### src/rtl/fic_pkg.sv
`timescale 1ns / 1ps
// ----------------------------------------------------------------------------
// fic_pkg
// Shared types and constants for the float / integer / fixed-point converter.
// ----------------------------------------------------------------------------
package fic_pkg;

	localparam int unsigned WORD_W            = 32;
	localparam int unsigned MANT_W            = 23;
	localparam int unsigned EXP_W             = 8;
	localparam int unsigned EXP_BIAS          = 127;
	localparam int unsigned SCALE_W           = 5;
	localparam int unsigned FRAC_BITS_DEFAULT = 12;
	localparam int unsigned CMD_W             = 3;

	localparam logic [WORD_W-1:0] OVERFLOW_WORD = 32'h8000_0000;

	typedef enum logic [CMD_W-1:0] {
		CMD_INT_TO_FLT  = 3'd0,
		CMD_UINT_TO_FLT = 3'd1,
		CMD_FLT_TO_INT  = 3'd2,
		CMD_FIX_TO_FLT  = 3'd3,
		CMD_FLT_TO_FIX  = 3'd4
	} cmd_t;

endpackage

### src/rtl/fic_if.sv
`timescale 1ns / 1ps
// ----------------------------------------------------------------------------
// fic_req_if / fic_rsp_if
// Valid/ready channels carrying converter requests and results.
// ----------------------------------------------------------------------------
interface fic_req_if;
	logic        valid;
	logic        ready;
	logic [2:0]  cmd;
	logic [31:0] operand_bits;

	modport source (output valid, output cmd, output operand_bits, input ready);
	modport sink   (input valid, input cmd, input operand_bits, output ready);
endinterface

interface fic_rsp_if;
	logic        valid;
	logic        ready;
	logic [31:0] result_bits;

	modport source (output valid, output result_bits, input ready);
	modport sink   (input valid, input result_bits, output ready);
endinterface

### src/rtl/fic_int_to_float.sv
`timescale 1ns / 1ps
// ----------------------------------------------------------------------------
// fic_int_to_float
// Integer or fixed-point word to single-precision bits, truncating.
// ----------------------------------------------------------------------------
module fic_int_to_float
	import fic_pkg::*;
(
	input  logic [WORD_W-1:0]  operand,
	input  logic               is_signed,
	input  logic [SCALE_W-1:0] scale,
	output logic [WORD_W-1:0]  result
);

	logic              sign;
	logic [WORD_W-1:0] mag;
	logic [WORD_W-1:0] norm;
	logic [4:0]        lz;
	logic [EXP_W-1:0]  expo;

	assign sign = is_signed & operand[WORD_W-1];
	assign mag  = sign ? (~operand + 32'd1) : operand;

	// five-step normalising shift, leading-zero count falls out of it
	always_comb begin
		norm = mag;
		lz   = '0;
		if (norm[31:16] == 16'd0) begin
			lz[4] = 1'b1;
			norm  = {norm[15:0], 16'd0};
		end
		if (norm[31:24] == 8'd0) begin
			lz[3] = 1'b1;
			norm  = {norm[23:0], 8'd0};
		end
		if (norm[31:28] == 4'd0) begin
			lz[2] = 1'b1;
			norm  = {norm[27:0], 4'd0};
		end
		if (norm[31:30] == 2'd0) begin
			lz[1] = 1'b1;
			norm  = {norm[29:0], 2'd0};
		end
		if (norm[31] == 1'b0) begin
			lz[0] = 1'b1;
			norm  = {norm[30:0], 1'b0};
		end
	end

	// biased exponent: bias + 31 - scale - leading zeros
	assign expo = EXP_W'(EXP_BIAS + WORD_W - 1) - {3'd0, scale} - {3'd0, lz};

	always_comb begin
		if (mag == '0) begin
			result = '0;
		end else begin
			result = {sign, expo, norm[WORD_W-2 -: MANT_W]};
		end
	end

endmodule

### src/rtl/fic_float_to_fixed.sv
`timescale 1ns / 1ps
// ----------------------------------------------------------------------------
// fic_float_to_fixed
// Single-precision bits to a two's complement value, truncating toward zero.
// ----------------------------------------------------------------------------
module fic_float_to_fixed
	import fic_pkg::*;
(
	input  logic [WORD_W-1:0]  operand,
	input  logic [SCALE_W-1:0] scale,
	output logic [WORD_W-1:0]  result
);

	logic signed [9:0]  e;
	logic [4:0]         shamt;
	logic [WORD_W-1:0]  sig;
	logic [WORD_W-1:0]  mag;

	// position of the leading one in the output word
	assign e = $signed({2'b00, operand[WORD_W-2 -: EXP_W]}) + $signed({5'd0, scale})
		- $signed(10'(EXP_BIAS));
	assign shamt = 5'd31 - e[4:0];
	assign sig   = {1'b1, operand[MANT_W-1:0], 8'd0};
	assign mag   = sig >> shamt;

	always_comb begin
		priority if (e < 10'sd0) begin
			result = '0;
		end else if (e > 10'sd30) begin
			result = OVERFLOW_WORD;
		end else if (operand[WORD_W-1]) begin
			result = ~mag + 32'd1;
		end else begin
			result = mag;
		end
	end

endmodule

### src/rtl/float_int_fixed_converter.sv
`timescale 1ns / 1ps
// ----------------------------------------------------------------------------
// float_int_fixed_converter
// Converts 32-bit words between IEEE single bits and integer / fixed point.
// ----------------------------------------------------------------------------
// One beat in, one beat out, selected per beat by cmd: signed int, unsigned
// int or signed fixed point (FRAC_BITS fraction bits) to float, and float to
// int or fixed point. Conversions truncate; floats below one output step and
// denormals give 0, exponents past bit 30 (including inf and NaN) give
// 0x80000000. A new beat is taken every cycle unless a result is held back
// by a low response.ready; each beat passes through an input register and
// a result register, with the normalising shift and the exponent arithmetic
// forming the path between them.
// ----------------------------------------------------------------------------
module float_int_fixed_converter
	import fic_pkg::*;
#(
	parameter int unsigned FRAC_BITS = FRAC_BITS_DEFAULT
) (
	input  logic   clk,
	input  logic   arst_n,
	fic_req_if.sink   request,
	fic_rsp_if.source response
);

	localparam logic [SCALE_W-1:0] FRAC_SCALE = SCALE_W'(FRAC_BITS);

	logic              valid_s1;
	cmd_t              cmd_s1;
	logic [WORD_W-1:0] operand_s1;
	logic              valid_s2;
	logic [WORD_W-1:0] result_s2;

	logic              advance_s2;
	logic              advance_s1;
	logic              i2f_signed;
	logic [SCALE_W-1:0] scale;
	logic [WORD_W-1:0] i2f_result;
	logic [WORD_W-1:0] f2i_result;
	logic [WORD_W-1:0] result;

	assign advance_s2    = !valid_s2 || response.ready;
	assign advance_s1    = !valid_s1 || advance_s2;
	assign request.ready = advance_s1;

	always_ff @(posedge clk or negedge arst_n) begin
		if (!arst_n) begin
			valid_s1 <= 1'b0;
		end else if (advance_s1) begin
			valid_s1 <= request.valid;
		end
	end

	always_ff @(posedge clk) begin
		if (advance_s1 && request.valid) begin
			cmd_s1     <= cmd_t'(request.cmd);
			operand_s1 <= request.operand_bits;
		end
	end

	assign i2f_signed = (cmd_s1 != CMD_UINT_TO_FLT);
	assign scale = (cmd_s1 == CMD_FIX_TO_FLT || cmd_s1 == CMD_FLT_TO_FIX) ? FRAC_SCALE : '0;

	fic_int_to_float u_i2f (
		.operand   (operand_s1),
		.is_signed (i2f_signed),
		.scale     (scale),
		.result    (i2f_result)
	);

	fic_float_to_fixed u_f2i (
		.operand (operand_s1),
		.scale   (scale),
		.result  (f2i_result)
	);

	always_comb begin
		unique case (cmd_s1)
			CMD_INT_TO_FLT, CMD_UINT_TO_FLT, CMD_FIX_TO_FLT: begin
				result = i2f_result;
			end
			CMD_FLT_TO_INT, CMD_FLT_TO_FIX: begin
				result = f2i_result;
			end
			default: begin
				result = '0;
			end
		endcase
	end

	always_ff @(posedge clk or negedge arst_n) begin
		if (!arst_n) begin
			valid_s2 <= 1'b0;
		end else if (advance_s2) begin
			valid_s2 <= valid_s1;
		end
	end

	always_ff @(posedge clk) begin
		if (advance_s2 && valid_s1) begin
			result_s2 <= result;
		end
	end

	assign response.valid       = valid_s2;
	assign response.result_bits = result_s2;

endmodule
### src/flat_wrapper.sv
// flat-port wrapper written by rule: the top's interface ports become plain ports
module float_int_fixed_converter_flat import fic_pkg::*;
#(
	parameter int unsigned FRAC_BITS = FRAC_BITS_DEFAULT
)
  (clk, arst_n, request_valid, request_cmd, request_operand_bits, request_ready, response_valid, response_result_bits, response_ready);
  fic_req_if request_i ();
  fic_rsp_if response_i ();
  input  logic clk;
  input  logic arst_n;
  input wire logic [$bits(request_i.valid)-1:0] request_valid;
  input wire logic [$bits(request_i.cmd)-1:0] request_cmd;
  input wire logic [$bits(request_i.operand_bits)-1:0] request_operand_bits;
  output wire logic [$bits(request_i.ready)-1:0] request_ready;
  output wire logic [$bits(response_i.valid)-1:0] response_valid;
  output wire logic [$bits(response_i.result_bits)-1:0] response_result_bits;
  input wire logic [$bits(response_i.ready)-1:0] response_ready;
  assign request_i.valid = request_valid;
  assign request_i.cmd = request_cmd;
  assign request_i.operand_bits = request_operand_bits;
  assign request_ready = request_i.ready;
  assign response_valid = response_i.valid;
  assign response_result_bits = response_i.result_bits;
  assign response_i.ready = response_ready;
  float_int_fixed_converter #(.FRAC_BITS(FRAC_BITS)) u_core (.clk(clk), .arst_n(arst_n), .request(request_i), .response(response_i));
endmodule
### config.mk
export PLATFORM = sky130hd
export DESIGN_NAME = float_int_fixed_converter_flat
export DESIGN_NICKNAME = d
export VERILOG_FILES = /design/src/rtl/fic_pkg.sv /design/src/rtl/fic_if.sv /design/src/rtl/fic_int_to_float.sv /design/src/rtl/fic_float_to_fixed.sv /design/src/rtl/float_int_fixed_converter.sv /design/src/flat_wrapper.sv
export SDC_FILE = /design/constraint.sdc
export NUM_CORES = 1
export LEC_CHECK = 0
export BUFFER_PORTS_ARGS = -buffer_cell sky130_fd_sc_hd__buf_2
export CAP_MARGIN = 10
export CORE_ASPECT_RATIO = 0.5
export CORE_MARGIN = 10
export CORE_UTILIZATION = 62
export CTS_CLUSTER_SIZE = 10
export DETAILED_ROUTE_END_ITERATION = 10
export GPL_TIMING_DRIVEN = 1
export HOLD_SLACK_MARGIN = 0.1
export PLACE_DENSITY_LB_ADDON = 0.1
export SYNTH_ARGS = -nofsm -noshare
export SYNTH_HDL_FRONTEND = slang
export SYNTH_SLANG_ARGS = --single-unit
export TNS_END_PERCENT = 30
### constraint.sdc
create_clock -name clk -period 8.2 [get_ports clk]
set_clock_uncertainty 0.1 [all_clocks]
set_input_delay 0 -clock clk [delete_from_list [all_inputs] [get_ports clk]]
set_output_delay 0 -clock clk [all_outputs]
set_load 0.005 [all_outputs]
* Word level (Yosys, flattened, before mapping)
Cells that the tools add are included.
** Operators by class
- Add/sub/neg operators :: 7
- $lt $le $gt $ge :: 2
- Equality and inequality tests :: 5
- Shift-type cells :: 1
- Muxes and demuxes :: 17
- Bitwise gates (word level) :: 3
- Reductions and logical operators :: 15
** Operators by type and width (count)
- 32-bit two-way mux :: 9
- 32-bit by 1-bit adder with 32-bit output (second input constant) :: 2
- 32-bit inverter :: 2
- 32-bit one-hot mux with 2 select lines :: 1
- 32-bit zero test :: 1
- 32-bit by 5-bit >> shifter with 32-bit output :: 1
- 31-bit two-way mux :: 1
- 16-bit zero test :: 1
- 10-bit by 6-bit > comparator with 1-bit output (second input constant) :: 1
- 10-bit by 1-bit < comparator with 1-bit output (second input constant) :: 1
- 10-bit by 8-bit subtractor with 10-bit output (second input constant) :: 1
- 8-bit by 5-bit adder with 9-bit output :: 1
- 8-bit zero test :: 1
- 8-bit by 5-bit subtractor with 8-bit output :: 1
- 8-bit by 5-bit subtractor with 8-bit output (first input constant) :: 1
- 3-bit by 2-bit == test with 1-bit output (second input constant) :: 2
- 1-bit two-way mux :: 5
- 5-bit subtractor (first input constant) :: 1
- 4-bit zero test :: 1
- 4-bit two-way mux :: 1
- 3-bit by 1-bit == test with 1-bit output (second input constant) :: 1
- 3-bit == test (second input constant) :: 1
- 3-bit zero test :: 1
- 1-bit logical OR :: 3
- 7 further kinds :: 9
** Storage, ports and cells
- Bits in registers :: 69

* Logic depth before layout (Yosys ltp)
- Depth in word-level cells :: 15
- Depth in mapped cells :: 23

* Cells and area by module
From an unflattened synthesis, not the netlist that was laid out.
** Unflattened totals
- Cell total of the unflattened synthesis :: 1102
- Area, all modules :: 9286.4 um^2
** Modules (own cells, without submodules)
- fic_int_to_float :: instances 1, cells an instance 455, area each 3219.3 um^2, sequential area each 0.0 um^2
- fic_float_to_fixed :: instances 1, cells an instance 421, area each 3185.6 um^2, sequential area each 0.0 um^2
- float_int_fixed_converter :: instances 1, cells an instance 226, area each 2881.5 um^2, sequential area each 2062.0 um^2

* Least setup slack after synthesis
OpenSTA, ideal clock, no wires.
- Path type :: reg2reg
- Start point :: register u_core.operand_s1[23]
- End point :: register u_core.result_s2[31] (netlist: u_core.response.result_bits[31]) (data pin)
- Setup time :: 265 ps
- Arrival :: 5540 ps
- Required time :: 7835 ps
- Slack :: 2295 ps
- Stages on the path, launching flop included :: 20
- Path through :: edfxtp_1 > buf_1 > clkbuf_1 > inv_1 > ha_1 > buf_2 > buf_2 > mux4_2 > mux4_2 > nor4_1 > o21bai_1 > or4_1 > or2_2 > or4_1 > clkbuf_1 > nor2_1 > nor2_1 > o21ai_0 > o211ai_1 > o2bb2ai_1
** Between the ends
- Word-level cells in the longest chain between the ends :: 10
** Ends and longest elaborated chain
- from (decl) :: line float_int_fixed_converter.sv:30 : logic [WORD_W-1:0] operand_s1;
- from (signal assigned) :: line float_int_fixed_converter.sv:57 : operand_s1 <= request.operand_bits;
- 8-bit by 5-bit adder with 9-bit output :: line fic_float_to_fixed.sv:20 : assign e = $signed({2'b00, operand[WORD_W-2 -: EXP_W]}) + $signed({5'd0, scale})
- 10-bit by 8-bit subtractor with 10-bit output :: line fic_float_to_fixed.sv:21 : - $signed(10'(EXP_BIAS));
- 5-bit subtractor :: line fic_float_to_fixed.sv:22 : assign shamt = 5'd31 - e[4:0];
- 32-bit by 5-bit >> shifter with 32-bit output :: line fic_float_to_fixed.sv:24 : assign mag = sig >> shamt;
- 32-bit inverter :: line fic_float_to_fixed.sv:32 : result = ~mag + 32'd1;
- 32-bit by 1-bit adder with 32-bit output :: line fic_float_to_fixed.sv:32
- 32-bit two-way mux :: line fic_float_to_fixed.sv:31 : end else if (operand[WORD_W-1]) begin
- 32-bit two-way mux :: line fic_float_to_fixed.sv:29 : end else if (e > 10'sd30) begin
- 32-bit two-way mux :: line fic_float_to_fixed.sv:27 : priority if (e < 10'sd0) begin
- 32-bit one-hot mux with 2 select lines * :: line float_int_fixed_converter.sv:78 : unique case (cmd_s1)
- via u_core.result[31] :: line float_int_fixed_converter.sv:40 : logic [WORD_W-1:0] result;
- to (signal assigned) :: line float_int_fixed_converter.sv:101 : result_s2 <= result;
- to (decl) :: line float_int_fixed_converter.sv:32 : logic [WORD_W-1:0] result_s2;
The timed path passes the listed nets; every way through them passes the cells marked *.
A chain may end at the register's enable or synchronous reset.

* Worst setup path in the final report
- Start point :: register u_core.operand_s1[0]
- End point :: register u_core.result_s2[29] (netlist: u_core.response.result_bits[29]) (data pin)
** Between the ends
- Word-level cells in the longest chain between the ends :: 15
** Ends and longest elaborated chain
- 32-bit inverter :: line fic_int_to_float.sv:22 : assign mag = sign ? (~operand + 32'd1) : operand;
- 32-bit by 1-bit adder with 32-bit output :: line fic_int_to_float.sv:22
- 32-bit two-way mux :: line fic_int_to_float.sv:22
- 16-bit zero test :: line fic_int_to_float.sv:28 : if (norm[31:16] == 16'd0) begin
- 32-bit two-way mux :: line fic_int_to_float.sv:28
- 8-bit zero test :: line fic_int_to_float.sv:32 : if (norm[31:24] == 8'd0) begin
- 32-bit two-way mux :: line fic_int_to_float.sv:32
- 4-bit zero test :: line fic_int_to_float.sv:36 : if (norm[31:28] == 4'd0) begin
- 32-bit two-way mux :: line fic_int_to_float.sv:36
- 2-bit zero test :: line fic_int_to_float.sv:40 : if (norm[31:30] == 2'd0) begin
- 32-bit two-way mux :: line fic_int_to_float.sv:40
- 1-bit two-way mux :: line fic_int_to_float.sv:44 : if (norm[31] == 1'b0) begin
- 8-bit by 5-bit subtractor with 8-bit output :: line fic_int_to_float.sv:51 : assign expo = EXP_W'(EXP_BIAS + WORD_W - 1) - {3'd0, scale} - {3'd0, lz};
- 32-bit two-way mux :: line fic_int_to_float.sv:54 : if (mag == '0) begin
- 32-bit one-hot mux with 2 select lines * :: line float_int_fixed_converter.sv:78
- via u_core.result[29] :: line float_int_fixed_converter.sv:40
Marked as above.

==> qor.log <==
[outcome] outcome finished clean
[sta] final-report max-slew violation count 0
[sta] Final Hold Violating Endpoints 0
[drt] vias post-DR 8733
[setup_path] worst r2r path cells 19
[placed_design] Placed Instances 1131
[global_route] met1 usage in global routing 44.4%
[floorplan] number of core rows 29
[yosys] share of the synthesized area in the top cell type 24.2%
[clock_network] CTS tree built
[layout] post-synthesis to final-layout area growth 13.9%
[drt] DR pass1 iterations 9
[global_route] overflow left after global routing 0
[layout] antenna diode count 0
[power] peak supply drop 0.120 mV
[global_route] Total GRT Usage 32.4%
[sta] RSZ-0062 raised after global routing false
[clock_network] Reg clk slew, reported paths 0.07 ns
[global_route] number of global-route vias before repair 7980
[sta] setup TNS after final layout 0 ns
[drt] ratio of routed vias to standard cells 7.36
[yosys] top cell type by total area after synthesis sky130_fd_sc_hd__edfxtp_1
[yosys] Yosys reg bits 69
[hold_path] number of cells on the worst hold path 2
[placed_design] estimated wirelength of the detail-placed design 22.3 mm
[placed_design] routability congestion estimate from global placement 1.07
[placed_design] instance area at placement 8700 µm²
[yosys] post-synthesis sequential area ratio 24.8%
[global_route] routing usage on met2 45.9%
[yosys] async set-reset flop share out of synthesis 2.90%
[setup_path] maximum net fanout on the critical path 21
[sta] worst setup margin 1.07 ns
[placed_design] Post-Place Worst Slack 1.38 ns
[yosys] synthesized instance count 947
[yosys] number of enable-type register cells in the synthesized netlist 67
[global_route] busiest metal layer after global routing met2
[clock_network] total number of clock tree sinks 69
[setup_path] data required time at the worst endpoint 8.18 ns
[sta] transition at the pin with the smallest max-transition slack 1.08 ns
[clock_network] maximum root-to-sink buffer count 2
[flow_run] max-cap violation count 0
[yosys] top_reg_cell synth sky130_fd_sc_hd__edfxtp_1
[clock_network] count of instances resized after the clock tree is built 0
[layout] non-filler cells in the finished layout 1187
[layout] summed area of non-filler cells in the final layout 9470 µm²
[floorplan] die height 102 µm
[floorplan] die area 18700 µm²
[floorplan] Core Area 12900 µm²
[sta] Slew HR 27.8%
[sta] hold_ws 0.264 ns
[global_route] wire length of the first global-routing pass 47.1 mm
[global_route] M3 GR Usage 12.1%
[layout] final core utilization 73.5%
[clock_network] CTS Buf Count 9
[floorplan] effective utilization at floorplan 64.6%
[yosys] Syn Area/Cell 8.78 µm²
[hold_path] worst min-delay path category in -> reg
[floorplan] I/O pin count 73
[yosys] cell types with the largest area share after synthesis sky130_fd_sc_hd__edfxtp_1 24%, sky130_fd_sc_hd__mux4_2 7.0%, sky130_fd_sc_hd__mux2i_1 6.6%
[setup_path] element type at the critical path start register
[sta] clock period minus final worst setup slack 7.13 ns
[setup_path] Worst setup EP type register
[power] Power Dens Cells 193 nW/µm²
[sta] share of the clock period used by the worst path after layout 87.0%
[layout] final net count 1068
[drt] final antenna-violating net count 0
[global_route] number of antenna violations at the first check in global routing 0
[yosys] Netlist Area Pre-Place 8320 µm²
[floorplan] horizontal die dimension 184 µm
[yosys] number of distinct library cell variants in the gate-level netlist after synthesis 90
[setup_path] critical path class reg -> reg
[drt] DRC 0
[sta] setup violators final 0
[setup_path] data arrival at the endpoint of the critical path 7.11 ns
[placed_design] buffers added on ports 72
[drt] initial detailed-routing violation count 1837
[layout] share of cells above drive strength 1 20.2%
[yosys] Synth warnings 0
[drt] total detailed-routing wirelength 31.0 mm
[yosys] Syn Nets 1003
[power] total power draw 1.83 mW
[drt] average wire per cell in the routed design 26.1 µm
[power] leakage power figure 3.60 nW
[clock_network] root buffer cell sky130_fd_sc_hd__clkbuf_16
[global_route] maximum number of pins on one net before global-route repair 42
[clock_network] clock latency of the later-clocked register in the worst-skew pair 0.35 ns
[clock_network] H-tree Lvls 3
[sta] highest clock frequency the design can meet 140 MHz
## what timing repair did
action                                  CTS  global route
hold buffers                             40             0
setup buffers                             0             0
endpoints found under the hold margin    39             0
endpoints found under the setup margin    0             0
## where the power goes
| part | switching, mW | total [mW] | internal, mW |
|---|---|---|---|
| combinational | 0.523 | 0.856 | 0.333 |
| sequential | 0.0347 | 0.466 | 0.432 |
| clock | 0.174 | 0.505 | 0.331 |
## layer usage
layer,routed length (µm),share of wire [%]
met1,12100,39
met2,12300,40
met5,29,0.093
met3,5430,18
met4,1220,3.9
## worst max-delay path, cell delays in order, from the launching register on
cell,delay (ns)
sky130_fd_sc_hd__edfxtp_1,0.49
sky130_fd_sc_hd__inv_1,0.25
sky130_fd_sc_hd__ha_1,0.23
sky130_fd_sc_hd__or4b_1,0.60
sky130_fd_sc_hd__nor2_1,0.49
sky130_fd_sc_hd__nand4_1,0.35
sky130_fd_sc_hd__o31ai_1,0.34
sky130_fd_sc_hd__xnor2_1,0.31
sky130_fd_sc_hd__nor4_4,0.17
sky130_fd_sc_hd__nand2_1,0.12
sky130_fd_sc_hd__clkinv_1,0.53
sky130_fd_sc_hd__a21oi_2,0.76
sky130_fd_sc_hd__nand2_2,0.51
sky130_fd_sc_hd__ha_1,0.49
sky130_fd_sc_hd__ha_1,0.29
sky130_fd_sc_hd__nand2_1,0.06
sky130_fd_sc_hd__o31ai_1,0.32
sky130_fd_sc_hd__a211oi_1,0.18
sky130_fd_sc_hd__a41oi_1,0.18
sky130_fd_sc_hd__o21ai_0,0.11
## final timing paths
| path | from | endpoint | slack, ns |
|---|---|---|---|
| min in group asynchronous | arst_n | u_core.response.valid | 0.45 |
| hold / removal | request_operand_bits[18] | u_core.operand_s1[18] | 0.26 |
| setup / recovery | u_core.operand_s1[0] | u_core.response.result_bits[29] | 1.07 |
| hold reg to reg | u_core.valid_s1 | u_core.response.valid | 0.44 |
| setup reg to reg | u_core.operand_s1[0] | u_core.response.result_bits[29] | 1.07 |
| max in group asynchronous | arst_n | u_core.valid_s1 | 7.43 |
## cells by family (layout without fill, tap and decap cells)
logic type	after synthesis	in the layout	share of synthesized area (%)
xor+xnor	77	77	8.11
simple gates	296	296	18.2
compound gates	276	276	23.3
fa+ha+maj	17	17	2.74
flops	69	69	24.8
mux	105	105	17.0
buf+inv	107	177	5.90
## registers in the layout, summed over array words and instances (netlist names)
name,flops
u_core.response.result_bits,32
u_core.cmd_s1,3
u_core.valid_s1,1
u_core.response.valid,1
u_core.operand_s1,32
## cell usage in the layout, fill, tap and decap left out, types with 13 or more instances in the layout
cell type	netlist	layout
sky130_fd_sc_hd__a21oi_1	41	41
sky130_fd_sc_hd__buf_2	11	72
sky130_fd_sc_hd__buf_4	2	24
sky130_fd_sc_hd__dlygate4sd3_1	0	40
sky130_fd_sc_hd__edfxtp_1	67	67
sky130_fd_sc_hd__ha_1	15	15
sky130_fd_sc_hd__inv_1	22	22
sky130_fd_sc_hd__mux2_2	23	23
sky130_fd_sc_hd__mux2i_1	55	55
sky130_fd_sc_hd__mux4_2	26	26
sky130_fd_sc_hd__nand2_1	72	72
sky130_fd_sc_hd__nand3_1	23	23
sky130_fd_sc_hd__nor2_1	78	78
sky130_fd_sc_hd__nor3_1	20	20
sky130_fd_sc_hd__o21ai_0	62	61
sky130_fd_sc_hd__o22ai_1	18	18
sky130_fd_sc_hd__o31ai_1	22	22
sky130_fd_sc_hd__or3_1	13	13
sky130_fd_sc_hd__xnor2_1	46	46
sky130_fd_sc_hd__xor2_1	31	28
## Yosys cell counts, drive strengths merged, types with 23 or more instances
cell / instances
nor2: 80
nand2: 73
o21ai: 68
edfxtp: 67
mux2i: 55
clkbuf: 54
xnor2: 46
a21oi: 42
xor2: 31
buf: 28
mux4: 26
inv: 24
mux2: 24
nand3: 23
o31ai: 23
## final cells by class
type | count | area [µm²]
multi-input cells | 771 | 5790
inverters | 25 | 93.8
well taps | 170 | 213
clock buffers | 9 | 225
clock inverters | 7 | 146
repair buffers | 136 | 941
flip-flops and latches | 69 | 2060
fillers | 935 | 3410
No activity file was read; power rests on OpenSTA's default activity.
